`src/sv/assert_macros.svh`:
```
// Assertion macros for the RTL files; the top level includes them
`ifndef ASSERT_MACROS_SVH
`define ASSERT_MACROS_SVH

// Check that the consequent holds in the same cycle as the antecedent
`define ASSERT_SAME(lbl, clk, rst_n, ante, cons) \
    lbl: assert property (@(posedge clk) disable iff (!rst_n) (ante) |-> (cons)) \
        else $error("assertion failed");

// Check that the consequent holds in the cycle after the antecedent
`define ASSERT_NEXT(lbl, clk, rst_n, ante, cons) \
    lbl: assert property (@(posedge clk) disable iff (!rst_n) (ante) |=> (cons)) \
        else $error("assertion failed");

`endif

```
`src/sv/imu_hdr_pkg.sv`:
```
// Shared types, command codes and constant tables for the heading dead reckoning block
package imu_hdr_pkg;

    localparam int CORDIC_STEPS_DEF = 16;
    localparam int CORDIC_STEPS_MAX = 24;
    localparam int IDX_W            = 5;

    typedef logic [3:0] t_op;

    localparam t_op OP_NOP  = 4'd0;
    localparam t_op OP_LOAD = 4'd1;
    localparam t_op OP_QMAC = 4'd2;
    localparam t_op OP_NMAC = 4'd3;
    localparam t_op OP_VPRE = 4'd4;
    localparam t_op OP_VIT  = 4'd5;
    localparam t_op OP_VK   = 4'd6;
    localparam t_op OP_RPRE = 4'd7;
    localparam t_op OP_RIT  = 4'd8;
    localparam t_op OP_PX   = 4'd9;
    localparam t_op OP_PXA  = 4'd10;
    localparam t_op OP_PY   = 4'd11;
    localparam t_op OP_PYA  = 4'd12;
    localparam t_op OP_OUT  = 4'd13;

    typedef struct packed {
        t_op              op;
        logic [IDX_W-1:0] idx;
    } t_cmd;

    // Kinv = 0.6072529350 in Q30
    localparam logic signed [30:0] KINV_Q30 = 31'sd652032874;
    localparam logic signed [33:0] HALF_PI  = 34'sd1073741824;

    // Arctangent of 2^-i in units of pi/2^31
    function automatic logic [29:0] atan_lut(input logic [IDX_W-1:0] i);
        logic [29:0] v;
        case (i)
            5'd0:    v = 30'd536870912;
            5'd1:    v = 30'd316933406;
            5'd2:    v = 30'd167458907;
            5'd3:    v = 30'd85004756;
            5'd4:    v = 30'd42667331;
            5'd5:    v = 30'd21354465;
            5'd6:    v = 30'd10679838;
            5'd7:    v = 30'd5340245;
            5'd8:    v = 30'd2670163;
            5'd9:    v = 30'd1335087;
            5'd10:   v = 30'd667544;
            5'd11:   v = 30'd333772;
            5'd12:   v = 30'd166886;
            5'd13:   v = 30'd83443;
            5'd14:   v = 30'd41722;
            5'd15:   v = 30'd20861;
            5'd16:   v = 30'd10430;
            5'd17:   v = 30'd5215;
            5'd18:   v = 30'd2608;
            5'd19:   v = 30'd1304;
            5'd20:   v = 30'd652;
            5'd21:   v = 30'd326;
            5'd22:   v = 30'd163;
            5'd23:   v = 30'd81;
            default: v = 30'd0;
        endcase
        return v;
    endfunction

    // Sign of term j of relative component c (1 = subtract)
    function automatic logic q_term_neg(input logic [1:0] c, input logic [1:0] j);
        logic n;
        case (c)
            2'd0:    n = 1'b0;
            2'd1:    n = (j == 2'd0) || (j == 2'd2);
            2'd2:    n = (j == 2'd0) || (j == 2'd3);
            default: n = (j == 2'd0) || (j == 2'd1);
        endcase
        return n;
    endfunction

endpackage

```
`src/sv/imu_hdr_ctrl.sv`:
```
// Sequencer that steps the datapath through one item and owns both handshakes
module imu_hdr_ctrl #(
    parameter int CORDIC_STEPS = imu_hdr_pkg::CORDIC_STEPS_DEF
) (
    input  logic               i_clk,
    input  logic               i_rst_n,
    input  logic               i_valid,
    output logic               o_stall,
    output logic               o_valid,
    input  logic               i_stall,
    output imu_hdr_pkg::t_cmd  o_cmd
);

    localparam int STEPS = (CORDIC_STEPS > imu_hdr_pkg::CORDIC_STEPS_MAX) ?
                           imu_hdr_pkg::CORDIC_STEPS_MAX : CORDIC_STEPS;
    localparam logic [imu_hdr_pkg::IDX_W-1:0] LAST_IT = imu_hdr_pkg::IDX_W'(STEPS - 1);

    localparam logic [3:0] S_IDLE = 4'd0;
    localparam logic [3:0] S_QUAT = 4'd1;
    localparam logic [3:0] S_NORM = 4'd2;
    localparam logic [3:0] S_VPRE = 4'd3;
    localparam logic [3:0] S_VIT  = 4'd4;
    localparam logic [3:0] S_VK   = 4'd5;
    localparam logic [3:0] S_RPRE = 4'd6;
    localparam logic [3:0] S_RIT  = 4'd7;
    localparam logic [3:0] S_PX   = 4'd8;
    localparam logic [3:0] S_PXA  = 4'd9;
    localparam logic [3:0] S_PY   = 4'd10;
    localparam logic [3:0] S_PYA  = 4'd11;
    localparam logic [3:0] S_DONE = 4'd12;

    logic [3:0]                   r_state, n_state;
    logic [imu_hdr_pkg::IDX_W-1:0] r_cnt, n_cnt;
    logic                         r_out_valid, n_out_valid;

    // Advance the sequence and pick the command
    always_comb begin
        n_state     = r_state;
        n_cnt       = r_cnt;
        n_out_valid = r_out_valid && i_stall;
        o_cmd.op    = imu_hdr_pkg::OP_NOP;
        o_cmd.idx   = r_cnt;
        case (r_state)
            S_IDLE: begin
                if (i_valid) begin
                    o_cmd.op = imu_hdr_pkg::OP_LOAD;
                    n_state  = S_QUAT;
                    n_cnt    = '0;
                end
            end
            S_QUAT: begin
                o_cmd.op = imu_hdr_pkg::OP_QMAC;
                n_cnt    = r_cnt + 1'b1;
                if (r_cnt == 5'd15) begin
                    n_state = S_NORM;
                    n_cnt   = '0;
                end
            end
            S_NORM: begin
                o_cmd.op = imu_hdr_pkg::OP_NMAC;
                n_cnt    = r_cnt + 1'b1;
                if (r_cnt == 5'd5) begin
                    n_state = S_VPRE;
                end
            end
            S_VPRE: begin
                o_cmd.op = imu_hdr_pkg::OP_VPRE;
                n_state  = S_VIT;
                n_cnt    = '0;
            end
            S_VIT: begin
                o_cmd.op = imu_hdr_pkg::OP_VIT;
                n_cnt    = r_cnt + 1'b1;
                if (r_cnt == LAST_IT) begin
                    n_state = S_VK;
                end
            end
            S_VK: begin
                o_cmd.op = imu_hdr_pkg::OP_VK;
                n_state  = S_RPRE;
            end
            S_RPRE: begin
                o_cmd.op = imu_hdr_pkg::OP_RPRE;
                n_state  = S_RIT;
                n_cnt    = '0;
            end
            S_RIT: begin
                o_cmd.op = imu_hdr_pkg::OP_RIT;
                n_cnt    = r_cnt + 1'b1;
                if (r_cnt == LAST_IT) begin
                    n_state = S_PX;
                end
            end
            S_PX: begin
                o_cmd.op = imu_hdr_pkg::OP_PX;
                n_state  = S_PXA;
            end
            S_PXA: begin
                o_cmd.op = imu_hdr_pkg::OP_PXA;
                n_state  = S_PY;
            end
            S_PY: begin
                o_cmd.op = imu_hdr_pkg::OP_PY;
                n_state  = S_PYA;
            end
            S_PYA: begin
                o_cmd.op = imu_hdr_pkg::OP_PYA;
                n_state  = S_DONE;
            end
            S_DONE: begin
                // Hold until the output register is free or being emptied
                if (!r_out_valid || !i_stall) begin
                    o_cmd.op    = imu_hdr_pkg::OP_OUT;
                    n_out_valid = 1'b1;
                    n_state     = S_IDLE;
                end
            end
            default: begin
                n_state = S_IDLE;
            end
        endcase
    end

    always_ff @(posedge i_clk) begin
        if (!i_rst_n) begin
            r_state     <= S_IDLE;
            r_cnt       <= '0;
            r_out_valid <= 1'b0;
        end else begin
            r_state     <= n_state;
            r_cnt       <= n_cnt;
            r_out_valid <= n_out_valid;
        end
    end

    assign o_stall = (r_state != S_IDLE);
    assign o_valid = r_out_valid;

endmodule

```
`config.mk`:
```
export PLATFORM = sky130hd
export DESIGN_NAME = imu_hdr_ctrl
export DESIGN_NICKNAME = d
export VERILOG_FILES = /design/src/sv/assert_macros.svh /design/src/sv/imu_hdr_pkg.sv /design/src/sv/imu_hdr_ctrl.sv
export SDC_FILE = /design/constraint.sdc
export NUM_CORES = 1
export LEC_CHECK = 0
export BUFFER_PORTS_ARGS = -buffer_cell sky130_fd_sc_hd__buf_2
export CAP_MARGIN = 25
export CORE_UTILIZATION = 47
export CTS_BUF_LIST = sky130_fd_sc_hd__clkbuf_4
export CTS_CLUSTER_SIZE = 8
export DETAILED_ROUTE_END_ITERATION = 10
export PLACE_DENSITY = 0.72
export SYNTH_ARGS = -nofsm -noshare
export SYNTH_HDL_FRONTEND = slang
export SYNTH_SLANG_ARGS = --single-unit
```
`constraint.sdc`:
```
create_clock -name i_clk -period 1.8 [get_ports i_clk]
set_clock_uncertainty 0.2 [all_clocks]
set_input_delay 0.18 -clock i_clk [delete_from_list [all_inputs] [get_ports i_clk]]
set_output_delay 0.18 -clock i_clk [all_outputs]
set_load 0.005 [all_outputs]
```
# Word level (Yosys, flattened, before mapping)
# Cells that the tools add are included.
dict set report op_classes {
  n_addsub 1
  n_eq_ne 20
  n_mux 15
  reduce_logical 11
}
# op count
set op_table {}
lappend op_table {{4-bit one-hot mux with 13 select lines} 2}
lappend op_table {{4-bit 2-to-1 mux} 7}
lappend op_table {{4-bit == test (second input constant)} 5}
lappend op_table {{5-bit one-hot mux with 4 select lines} 1}
lappend op_table {{4-bit by 3-bit == test with 1-bit output (second input constant)} 4}
lappend op_table {{2-bit inequality test (second input constant)} 6}
lappend op_table {{5-bit 2-to-1 mux} 2}
lappend op_table {{4-bit by 2-bit == test with 1-bit output (second input constant)} 2}
lappend op_table {{4-bit nonzero test} 2}
lappend op_table {{6-bit AND reduction} 1}
lappend op_table {{5-bit by 1-bit adder with 5-bit output (second input constant)} 1}
lappend op_table {{5-bit by 3-bit == test with 1-bit output (second input constant)} 1}
lappend op_table {{5-bit by 4-bit == test with 1-bit output (second input constant)} 1}
lappend op_table {{4-bit by 1-bit == test with 1-bit output (second input constant)} 1}
lappend op_table {{4-bit zero test} 1}
lappend op_table {{1-bit 2-to-1 mux} 3}
lappend op_table {{3-bit OR reduction} 1}
lappend op_table {{1-bit zero test} 2}
lappend op_table {{2-bit AND reduction} 1}
lappend op_table {{2-bit OR reduction} 1}
lappend op_table {{1-bit logical AND} 1}
lappend op_table {{1-bit logical OR} 1}
dict set report word_totals {
  ff_bits 10
  input_bits 4
  output_inout_bits 11
}

# Depth between registers and ports, before layout
# Gate-level depths: netlist of run 1.
dict set report depth {
  ltp_word 4
  ltp_mapped 8
}

# Worst setup path before layout of run 1
# No wires, ideal clock.
dict set report synth_path {
  kind {flip-flop to flip-flop}
  from {register r_cnt[0] (netlist bit)}
  to {register r_cnt[2] (netlist bit)}
  arrival_ps 1723
  required_time_ps 1505
  path_slack_ps -218
  path_stages_with_launch 9
  path_buffers 0
  cell_sequence {dfxtp_1 -> ha_1 -> nand3_1 -> inv_1 -> ha_1 -> or3b_1 -> a21oi_2 -> o21ai_0 -> o311ai_1}
}
dict set report synth_between {
  elab_chain_len 3
  word_cells_on_any_way 4
  cone_classes {1 x add/sub; 1 x eq/ne; 2 x mux}
}
# element line
set synth_lines {}
lappend synth_lines {{start: declaration} imu_hdr_ctrl.sv:33} ;# logic [imu_hdr_pkg::IDX_W-1:0] r_cnt, n_cnt;
lappend synth_lines {{start signal: assignment} imu_hdr_ctrl.sv:131} ;# r_cnt <= n_cnt;
lappend synth_lines {{5-bit by 1-bit adder with 5-bit output or 5-bit by 4-bit == test with 1-bit output (tied branches)} n/a}
lappend synth_lines {{5-bit 2-to-1 mux} imu_hdr_ctrl.sv:54} ;# if (r_cnt == 5'd15) begin
lappend synth_lines {{5-bit one-hot mux with 4 select lines (*)} imu_hdr_ctrl.sv:43} ;# case (r_state)
# Mark *: on every way between the ends. The rest lies on a longest branch, timed or not.
# A chain may end at the register's enable or synchronous reset.

# Final worst setup path of run 1
# Ends and elaborated chain as after synthesis.

==> results of run 1 <==
-- worst min-delay path by stage --
stage | endpoint | cells after the start
floorplan | r_state[3]$_SDFFE_PN0P_ | 2
global placement | r_state[2]$_SDFFE_PN0P_ | 2
detailed placement | r_state[2]$_SDFFE_PN0P_ | 2
CTS | r_state[2]$_SDFFE_PN0P_ | 2
global route | o_valid$_SDFF_PN0_ | 2
finish | o_valid$_SDFF_PN0_ | 2
-- placed cells by master (no fill, tap or decap), drive strengths merged, types with 2 or more instances in the layout --
| cell | count |
|---|---|
| a21boi | 3 |
| buf | 34 |
| a21oi | 6 |
| nand4 | 2 |
| xnor2 | 3 |
| ha | 4 |
| a21o | 3 |
| o211ai | 2 |
| o21ai | 10 |
| nand3 | 4 |
| nor3 | 3 |
| clkbuf | 4 |
| dfxtp | 10 |
| and2 | 2 |
| nor2 | 8 |
| nand3b | 2 |
| inv | 6 |
| nand2 | 12 |
| mux2i | 2 |
-- repair_timing --
| item | in CTS | in global routing |
|---|---|---|
| endpoints found under the setup margin | 10 | 11 |
| gates resized for setup | 12 | 16 |
| pin swaps | 4 | 4 |
| setup buffers | 2 | 2 |
-- power by group through the flow --
stage	combinational (W)	sequential, W	clock, W
floorplan	0.000327	0.000280	0
global placement	0.000449	0.000305	0
detailed placement	0.000458	0.000308	0
CTS	0.000502	0.000307	0.000187
global route	0.000640	0.000317	0.000195
finish	0.000591	0.000316	0.000181
-- per-layer routing --
layer / part of all wire / vias up
met4: 0.010 / 0
met1: 0.45 / 437
met3: 0.047 / 4
met2: 0.49 / 29
met5: 0 / -
li1: - / 431
-- layout make-up --
cell class | instances | area, sq um
multi-input combinational | 80 | 607
inverter | 6 | 22.5
fill | 115 | 399
sequential | 10 | 214
clock buffer | 4 | 30.0
timing repair buffer | 34 | 231
tap | 16 | 20.0
-- kinds of logic (layout without fill, tap and decap cells) --
kind of cell,Yosys count,in the layout,share of synthesized area
AO/OA/AOI/OAI,31,31,0.267
AND/OR/NAND/NOR,40,40,0.270
buffers and inverters,14,44,0.0793
multiplexers,2,2,0.0259
XOR/XNOR,3,3,0.0340
adder cells (fa/ha/maj),4,4,0.0647
flip-flops,10,10,0.259
-- through the flow --
step / instance area, sq um / util / hold WS (ns) / setup TNS [ns]
2_1_floorplan: 798 / - / 0.120 / -0.116
3_3_place_gp: 970 / 0.636 / 0.347 / -0.220
3_5_place_dp: 970 / 0.636 / 0.355 / -0.748
4_1_cts: 1050 / 0.689 / 0.0627 / -0.577
5_1_grt: 1120 / 0.738 / 0.0807 / -1.51
6_report: 1120 / 0.738 / 0.0804 / -1.13
-- sequential cells by signal (all words and copies together) (netlist names) --
| register | cells |
|---|---|
| r_state | 4 |
| o_valid | 1 |
| r_cnt | 5 |
-- critical path: stages (launching register included) --
cell and delay, ns:
dfxtp_4 0.35, ha_4 0.16, nand3_4 0.08, inv_2 0.05, ha_4 0.15, or3b_4 0.39, a21oi_4 0.20, o21ai_2 0.07
o311ai_2 0.26
==> results.py, run 1 <==
metrics = {
    "place": {
        "hpwl_mm": 1.50,
        "place_congestion": 0.808,
        "dp_cells": 142,
        "dpl_worst_slack_ns": -0.212,
        "numPortBuffers": 14,
    },
    "power_and_ir_drop": {
        "p_int_w": 0.000654,
        "p_switching_w": 0.000435,
        "p_clk_frac": 0.167,
        "power_w": 0.00109,
        "p_per_area_nw_per_um2": 968,
        "peakVddDrop_uv": 664,
        "p_leak_nw": 0.479,
        "swShare": 0.400,
        "seq_power_share": 0.291,
        "p_comb_frac": 0.543,
    },
    "logic_synthesis": {
        "synth_enable_flop_cells": 0,
        "synth_area_leader_cell": "dfxtp_1",
        "synth_flop_cell": "dfxtp_1",
        "ys_seq_area_frac": 0.259,
        "syn_nets": 112,
        "yosysWarnings": 0,
        "ys_types": 36,
        "synth.top_cell.area_share": 0.259,
        "syn_area_per_cell_sq_um": 7.44,
        "ys_ff_latch": 10,
        "async_flop_share": 0,
        "syn_area_sq_um": 773,
        "yosys-top-cells-count": "nand2_1, dfxtp_1, o21ai_0",
        "yosys.cell_count.top_type": "nand2_1",
        "synthCells": 104,
        "synth.area.top_cells": "dfxtp_1, ha_1, o21ai_0, nand2_1, nor2_1",
    },
    "drt": {
        "drtIter0Drc": 36,
        "vias_per_cell": 6.01,
        "num_vias": 901,
        "drc": 0,
        "first_pass_iters": 4,
        "drt_wl_total_mm": 2.36,
        "post_drt_wl_per_cell_microns": 15.8,
        "ant_nets": 0,
    },
    "sta": {
        "period_needed_ns": 2.01,
        "setup_ws_ns": -0.210,
        "hold_violations": 0,
        "rsz0062_at_grt": "yes",
        "slew_headroom": 0.760,
        "period_share": 1.12,
        "worst_slew_pin_slew_ns": 0.359,
        "setup_violations": 8,
        "fmax_ghz": 0.497,
        "drv_slew": 0,
    },
    "clocking": {
        "cts_max_level": 1,
        "cts_made_buffers": 3,
        "cts_hold_buf": 0,
        "root_buffer": "clkbuf_4",
        "cts.sinks": 10,
        "clock_path_buffers": 2,
        "cts_tree": "done",
        "clkLatencyLatePin_ns": 0.27,
        "clk_pin_slew_ns": 0.07,
    },
    "cells_and_area": {
        "insertedDiodeCount": 0,
        "nets": 143,
        "finalNonFillerCells": 150,
        "area_delta_synth_final_pct": 45.5,
        "drive_gt1_frac": 0.425,
    },
    "setup_path": {
        "r2r_start": "r_cnt[0]$_SDFFE_PN0P_",
        "worstSetupEndpoint": "r_cnt[2]$_SDFFE_PN0P_",
        "worstRegToRegCells": 8,
        "r2r_setup_slack_ns": -0.21,
        "worst_setup_path_start_kind": "register",
        "crit_start": "r_cnt[0]$_SDFFE_PN0P_",
        "r2r-end": "r_cnt[2]$_SDFFE_PN0P_",
        "cp_max_fo": 3,
        "required_ns": 1.78,
        "crit_path_end_kind": "register",
        "setup.worst_path.class": "register to register",
        "arrival_ns": 1.99,
    },
    "floorplanning": {
        "dieArea_sq_um": 1810,
        "start_util": 0.507,
        "io_pins": 15,
        "rows": 14,
        "coreArea_sq_um": 1520,
        "die_w_microns": 42.6,
        "die_y_microns": 42.6,
    },
    "global_route": {
        "antenna_found_initial": 0,
        "grt_max_degree": 15,
        "met2_usage": 0.406,
        "grt_overflow": 0,
        "grt_pass1_wl_mm": 3.53,
        "met1_usage": 0.341,
        "grt.met3_usage": 0.0862,
        "top_usage_layer": "met2",
        "first_global_vias": 799,
        "grt_usage": 0.260,
    },
    "outcome": {
        "outcome": "finished, violations left",
        "violations": "setup timing",
    },
    "worst_hold_path": {
        "worstHoldStart": "i_rst_n",
        "hold_path_class": "input port to register",
    },
    "flow_run": {
        "drv_cap": 0,
    },
}
(Power assumes the default switching activity.)
==> run 2, diff against run 1 <==
==> constraint.sdc (replaced) <==
create_clock -name i_clk -period 1.8 [get_ports i_clk]
set_clock_uncertainty 0.2 [all_clocks]
set_input_delay 0.27 -clock i_clk [delete_from_list [all_inputs] [get_ports i_clk]]
set_output_delay 0.27 -clock i_clk [all_outputs]
set_load 0.005 [all_outputs]
==> results.py, run 2 (synthesized netlist as in run 1, its figures left out) <==
metrics = {
    "floorplanning": {
        "start_util": 0.507,
        "coreArea_sq_um": 1520,
        "io_pins": 15,
        "dieArea_sq_um": 1810,
        "rows": 14,
        "die_w_microns": 42.6,
        "die_y_microns": 42.6,
    },
    "setup_path": {
        "worst-path-buf-inv": 2,
        "required_ns": 1.79,
        "worstSetupEndpoint": "r_cnt[1]$_SDFFE_PN0P_",
        "r2r-end": "r_cnt[1]$_SDFFE_PN0P_",
        "critPathMaxStageDelay_ns": 0.37,
        "worst_setup_path_start_kind": "register",
        "worstRegToRegCells": 9,
        "path_cells": "ha_4, nand3_4, inv_4, ha_4, or3b_1, a21oi_2, buf_4, o21ai_2, a21boi_1",
        "crit_path_end_kind": "register",
        "crit_start": "r_cnt[0]$_SDFFE_PN0P_",
        "path_delay_family": "simple AND/OR/NAND/NOR gates",
        "cp_slowest_cell": "or3b_1",
        "arrival_ns": 1.97,
        "cp_max_fo": 4,
        "r2r_start": "r_cnt[0]$_SDFFE_PN0P_",
        "cp.depth": 9,
        "r2r_setup_slack_ns": -0.18,
        "cpMostUsedCell": "ha_4",
        "setup.worst_path.class": "register to register",
    },
    "sta": {
        "period_share": 1.10,
        "slew_headroom": 0.761,
        "rsz0062_at_grt": "yes",
        "hold_slack_ns": 0.164,
        "period_needed_ns": 1.98,
        "setup_violations": 8,
        "setup_ws_ns": -0.182,
        "hold_violations": 0,
        "fmax_ghz": 0.504,
        "drv_slew": 0,
        "worst_slew_pin_slew_ns": 0.357,
    },
    "drt": {
        "vias_per_cell": 6.22,
        "routed.top_layer": "met4",
        "drt_wl_total_mm": 2.64,
        "route.met3.wl_microns": 171,
        "wl_met1_mm": 1.05,
        "num_vias": 951,
        "first_pass_iters": 4,
        "ant_nets": 0,
        "drc": 0,
        "met2_wirelength_mm": 1.39,
        "drtIter0Drc": 32,
        "post_drt_wl_per_cell_microns": 17.2,
    },
    "cells_and_area": {
        "regMostFlops": "r_cnt",
        "drive_gt1_frac": 0.474,
        "final_common_cell": "buf_4",
        "nets": 146,
        "layout_common_cells": "buf_4, buf_2, nand2_1",
        "insertedDiodeCount": 0,
        "area_delta_synth_final_pct": 52.8,
        "finalNonFillerCells": 153,
        "largest_reg_flops": 5,
    },
    "clocking": {
        "root_buffer": "clkbuf_4",
        "clock_path_buffers": 2,
        "cts.sinks": 10,
        "cts_hold_buf": 0,
        "cts_max_level": 1,
        "clkLatencyLatePin_ns": 0.27,
        "cts_tree": "done",
        "cts_made_buffers": 3,
        "clk_pin_slew_ns": 0.06,
    },
    "worst_hold_path": {
        "hold_path_class": "input port to register",
    },
    "place": {
        "dpl_worst_slack_ns": -0.147,
        "dp_cells": 142,
        "hpwl_mm": 1.47,
        "place_congestion": 0.873,
        "numPortBuffers": 14,
    },
    "global_route": {
        "antenna_found_initial": 0,
        "grt_usage": 0.254,
        "grt_pass1_wl_mm": 3.55,
        "grt_max_degree": 15,
        "grt_overflow": 0,
        "first_global_vias": 805,
    },
    "power_and_ir_drop": {
        "peakVddDrop_uv": 638,
        "p_leak_nw": 0.494,
        "p_per_area_nw_per_um2": 923,
        "power_w": 0.00109,
    },
    "outcome": {
        "outcome": "finished, violations left",
        "violations": "setup timing",
    },
    "flow_run": {
        "drv_cap": 0,
    },
}
## run 2: cell count changes in the layout (fill, tap and decap cells not counted), moves of 2 or more
| cell | before | now |
|---|---|---|
| a21oi_2 | 1 | 3 |
| buf_4 | 17 | 19 |
| buf_8 | 0 | 2 |
| nor2_1 | 7 | 5 |
## run 2: metal layers
layer | vias up | global-route usage
met5 | - | 0
met4 | 0 | 0.0438
met3 | 5 | 0.0733
met2 | 47 | 0.422
met1 | 464 | 0.331
li1 | 435 | -
## run 2: worst register-to-register path, delay by kind of cell (launching register included)
kind | cells | cell delay, ns
AND/OR/NAND/NOR | 2 | 0.46
AO/OA/AOI/OAI | 3 | 0.39
flip-flops | 1 | 0.35
adder cells (fa/ha/maj) | 2 | 0.32
buffers and inverters | 2 | 0.20
## run 2: layout make-up
class,instances,area [sq um]
multi-input cells,80,627
fillers,104,343
repair buffers,37,265
flip-flops and latches,10,218
inverters,6,25.0
clock buffers,3,22.5
well taps,16,20.0
clock inverters,1,3.75
## run 2: through the flow
stage	setup TNS, ns	instance area, sq um	util
6_report	-1.04	1180	0.775
4_1_cts	-0.414	1080	0.707
3_3_place_gp	-0.236	970	0.636
3_5_place_dp	-0.520	970	0.636
5_1_grt	-1.59	1180	0.775
2_1_floorplan	-0.116	798	-
## run 2: worst min-delay path by stage
stage / start / cells after the start / end
2_1_floorplan: i_rst_n / 2 / r_state[3]$_SDFFE_PN0P_
3_3_place_gp: r_state[1]$_SDFFE_PN0P_ / 2 / r_state[1]$_SDFFE_PN0P_
3_5_place_dp: r_state[1]$_SDFFE_PN0P_ / 2 / r_state[1]$_SDFFE_PN0P_
4_1_cts: i_rst_n / 2 / r_state[2]$_SDFFE_PN0P_
5_1_grt: i_rst_n / 2 / r_state[2]$_SDFFE_PN0P_
6_report: i_rst_n / 2 / r_state[2]$_SDFFE_PN0P_
## run 2: power breakdown
group	total, W	leakage (nW)	internal [W]	switching [W]
registers	0.000291	0.0849	0.000259	0.0000314
logic	0.000639	0.393	0.000298	0.000341
clock network	0.000161	0.0154	0.0000801	0.0000805
## run 2: timing repair
action	4_1_cts	5_1_grt
gates resized for setup	18	24
buffers inserted	4	3
pin swaps	8	6
endpoints found under the setup margin	11	11
==> run 3, diff against run 2 <==
CTS_BUF_LIST = sky130_fd_sc_hd__clkbuf_2 sky130_fd_sc_hd__clkbuf_4 sky130_fd_sc_hd__clkbuf_8   (was sky130_fd_sc_hd__clkbuf_4)
RECOVER_POWER = 50   (was not set)
SKIP_LAST_GASP = 1   (was not set)
==> results.py, run 3 (synthesized netlist as in run 1, its figures left out) <==
metrics = {
    "outcome": {
        "outcome": "finished, violations left",
        "violations": "setup timing",
    },
    "cells_and_area": {
        "final_common_cell": "buf_4",
        "final-seq-area_sq_um": 218,
        "area_delta_synth_final_pct": 51.3,
        "layout_common_cells": "buf_4, buf_2, nand2_1",
        "nets": 145,
        "largest_reg_flops": 5,
        "regMostFlops": "r_cnt",
        "insertedDiodeCount": 0,
        "postLayoutCoreUtil": 0.768,
        "drive_gt1_frac": 0.463,
        "nFillCells": 108,
        "multi_input_area_sq_um": 621,
    },
    "sta": {
        "setup_tns_ns": -1.01,
        "fmax_ghz": 0.494,
        "drv_slew": 0,
        "hold_violations": 0,
        "period_share": 1.13,
        "worst_slew_pin_slew_ns": 0.456,
        "hold_slack_ns": 0.141,
        "setup_ws_ns": -0.225,
        "setup_violations": 8,
        "slew_headroom": 0.695,
        "period_needed_ns": 2.03,
        "rsz0062_at_grt": "yes",
    },
    "drt": {
        "drt_wl_total_mm": 2.43,
        "ant_nets": 0,
        "post_drt_wl_per_cell_microns": 16.0,
        "drc": 0,
        "num_vias": 920,
        "vias_per_cell": 6.05,
        "first_pass_iters": 4,
        "drtIter0Drc": 35,
    },
    "clocking": {
        "cts_max_level": 1,
        "clk_pin_slew_ns": 0.07,
        "clkLatencyLatePin_ns": 0.28,
        "cts.sinks": 10,
        "cts_hold_buf": 0,
        "root_buffer": "clkbuf_4",
        "cts_made_buffers": 3,
        "clock_path_buffers": 2,
        "cts_tree": "done",
    },
    "setup_path": {
        "required_ns": 1.79,
        "worst_setup_path_start_kind": "register",
        "crit_path_end_kind": "register",
        "worstRegToRegCells": 9,
        "arrival_ns": 2.01,
        "setup.worst_path.class": "register to register",
        "cp_max_fo": 3,
    },
    "place": {
        "hpwl_mm": 1.47,
        "place_congestion": 0.873,
        "numPortBuffers": 14,
        "dpl_worst_slack_ns": -0.147,
    },
    "power_and_ir_drop": {
        "p_leak_nw": 0.494,
        "peakVddDrop_uv": 627,
        "p_per_area_nw_per_um2": 936,
    },
    "global_route": {
        "antenna_found_initial": 0,
        "grt_pass1_wl_mm": 3.59,
        "grt_max_degree": 15,
        "first_global_vias": 801,
        "grt_overflow": 0,
        "grt_usage": 0.262,
    },
    "floorplanning": {
        "io_pins": 15,
        "dieArea_sq_um": 1810,
        "die_w_microns": 42.6,
        "coreArea_sq_um": 1520,
        "start_util": 0.507,
        "die_y_microns": 42.6,
        "rows": 14,
    },
    "worst_hold_path": {
        "min_path_cells": 2,
        "hold_path_class": "input port to register",
    },
    "flow_run": {
        "drv_cap": 0,
    },
}
## run 3: report_power, final
part	internal (W)	total (W)	switching [W]	leakage [nW]
combinational	0.000275	0.000593	0.000318	0.388
clock	0.000123	0.000209	0.0000858	0.0210
sequential	0.000259	0.000293	0.0000336	0.0849
## run 3: routing by layer
layer / share of wire / GRT usage / routed length, microns / up-vias
li1: - / - / - / 436
met5: 0 / 0 / 0 / -
met2: 0.49 / 0.431 / 1180 / 41
met3: 0.073 / 0.0819 / 176 / 4
met4: 0.0095 / 0.0563 / 23 / 0
met1: 0.43 / 0.335 / 1040 / 439
## run 3: metrics by stage
step | cells | area, sq um | total power (W)
after floorplan | 104 | 798 | 0.000608
after global placement | 142 | 970 | 0.000744
after detailed placement | 142 | 970 | 0.000756
after CTS | 149 | 1070 | 0.00104
after global routing | 152 | 1170 | 0.00116
final | 152 | 1170 | 0.00110
## run 3: path summary, 6_finish.rpt
path	from	endpoint	slack, ns
setup / recovery	r_cnt[0]$_SDFFE_PN0P_	r_cnt[2]$_SDFFE_PN0P_	-0.23
setup reg to reg	r_cnt[0]$_SDFFE_PN0P_	r_cnt[2]$_SDFFE_PN0P_	-0.23
hold reg to reg	r_state[0]$_SDFFE_PN0P_	r_state[0]$_SDFFE_PN0P_	0.43
hold / removal	i_rst_n	r_state[2]$_SDFFE_PN0P_	0.14
## run 3: worst max-delay path, stage by stage, from the launching register on
cell and delay [ns]:
dfxtp_4 0.35, ha_4 0.16, nand3_4 0.09, inv_4 0.04, ha_4 0.15, or3b_1 0.38
a21oi_2 0.18, buf_4 0.17, o2111ai_4 0.11, o311ai_2 0.11
## run 3: cell type report
type                            count  area share
Multi-Input combinational cell     80       0.530
Timing Repair Buffer               36       0.214
Inverter                            6      0.0214
Clock buffer                        4      0.0310
Sequential cell                    10       0.186
Tap cell                           16      0.0171
## run 3: what timing repair did
action / CTS / global route
setup buffers: 4 / 3
endpoints found under the setup margin: 11 / 12
pin swaps: 8 / 9
hold endpoints to repair: 0 / 0
resized for setup: 15 / 21
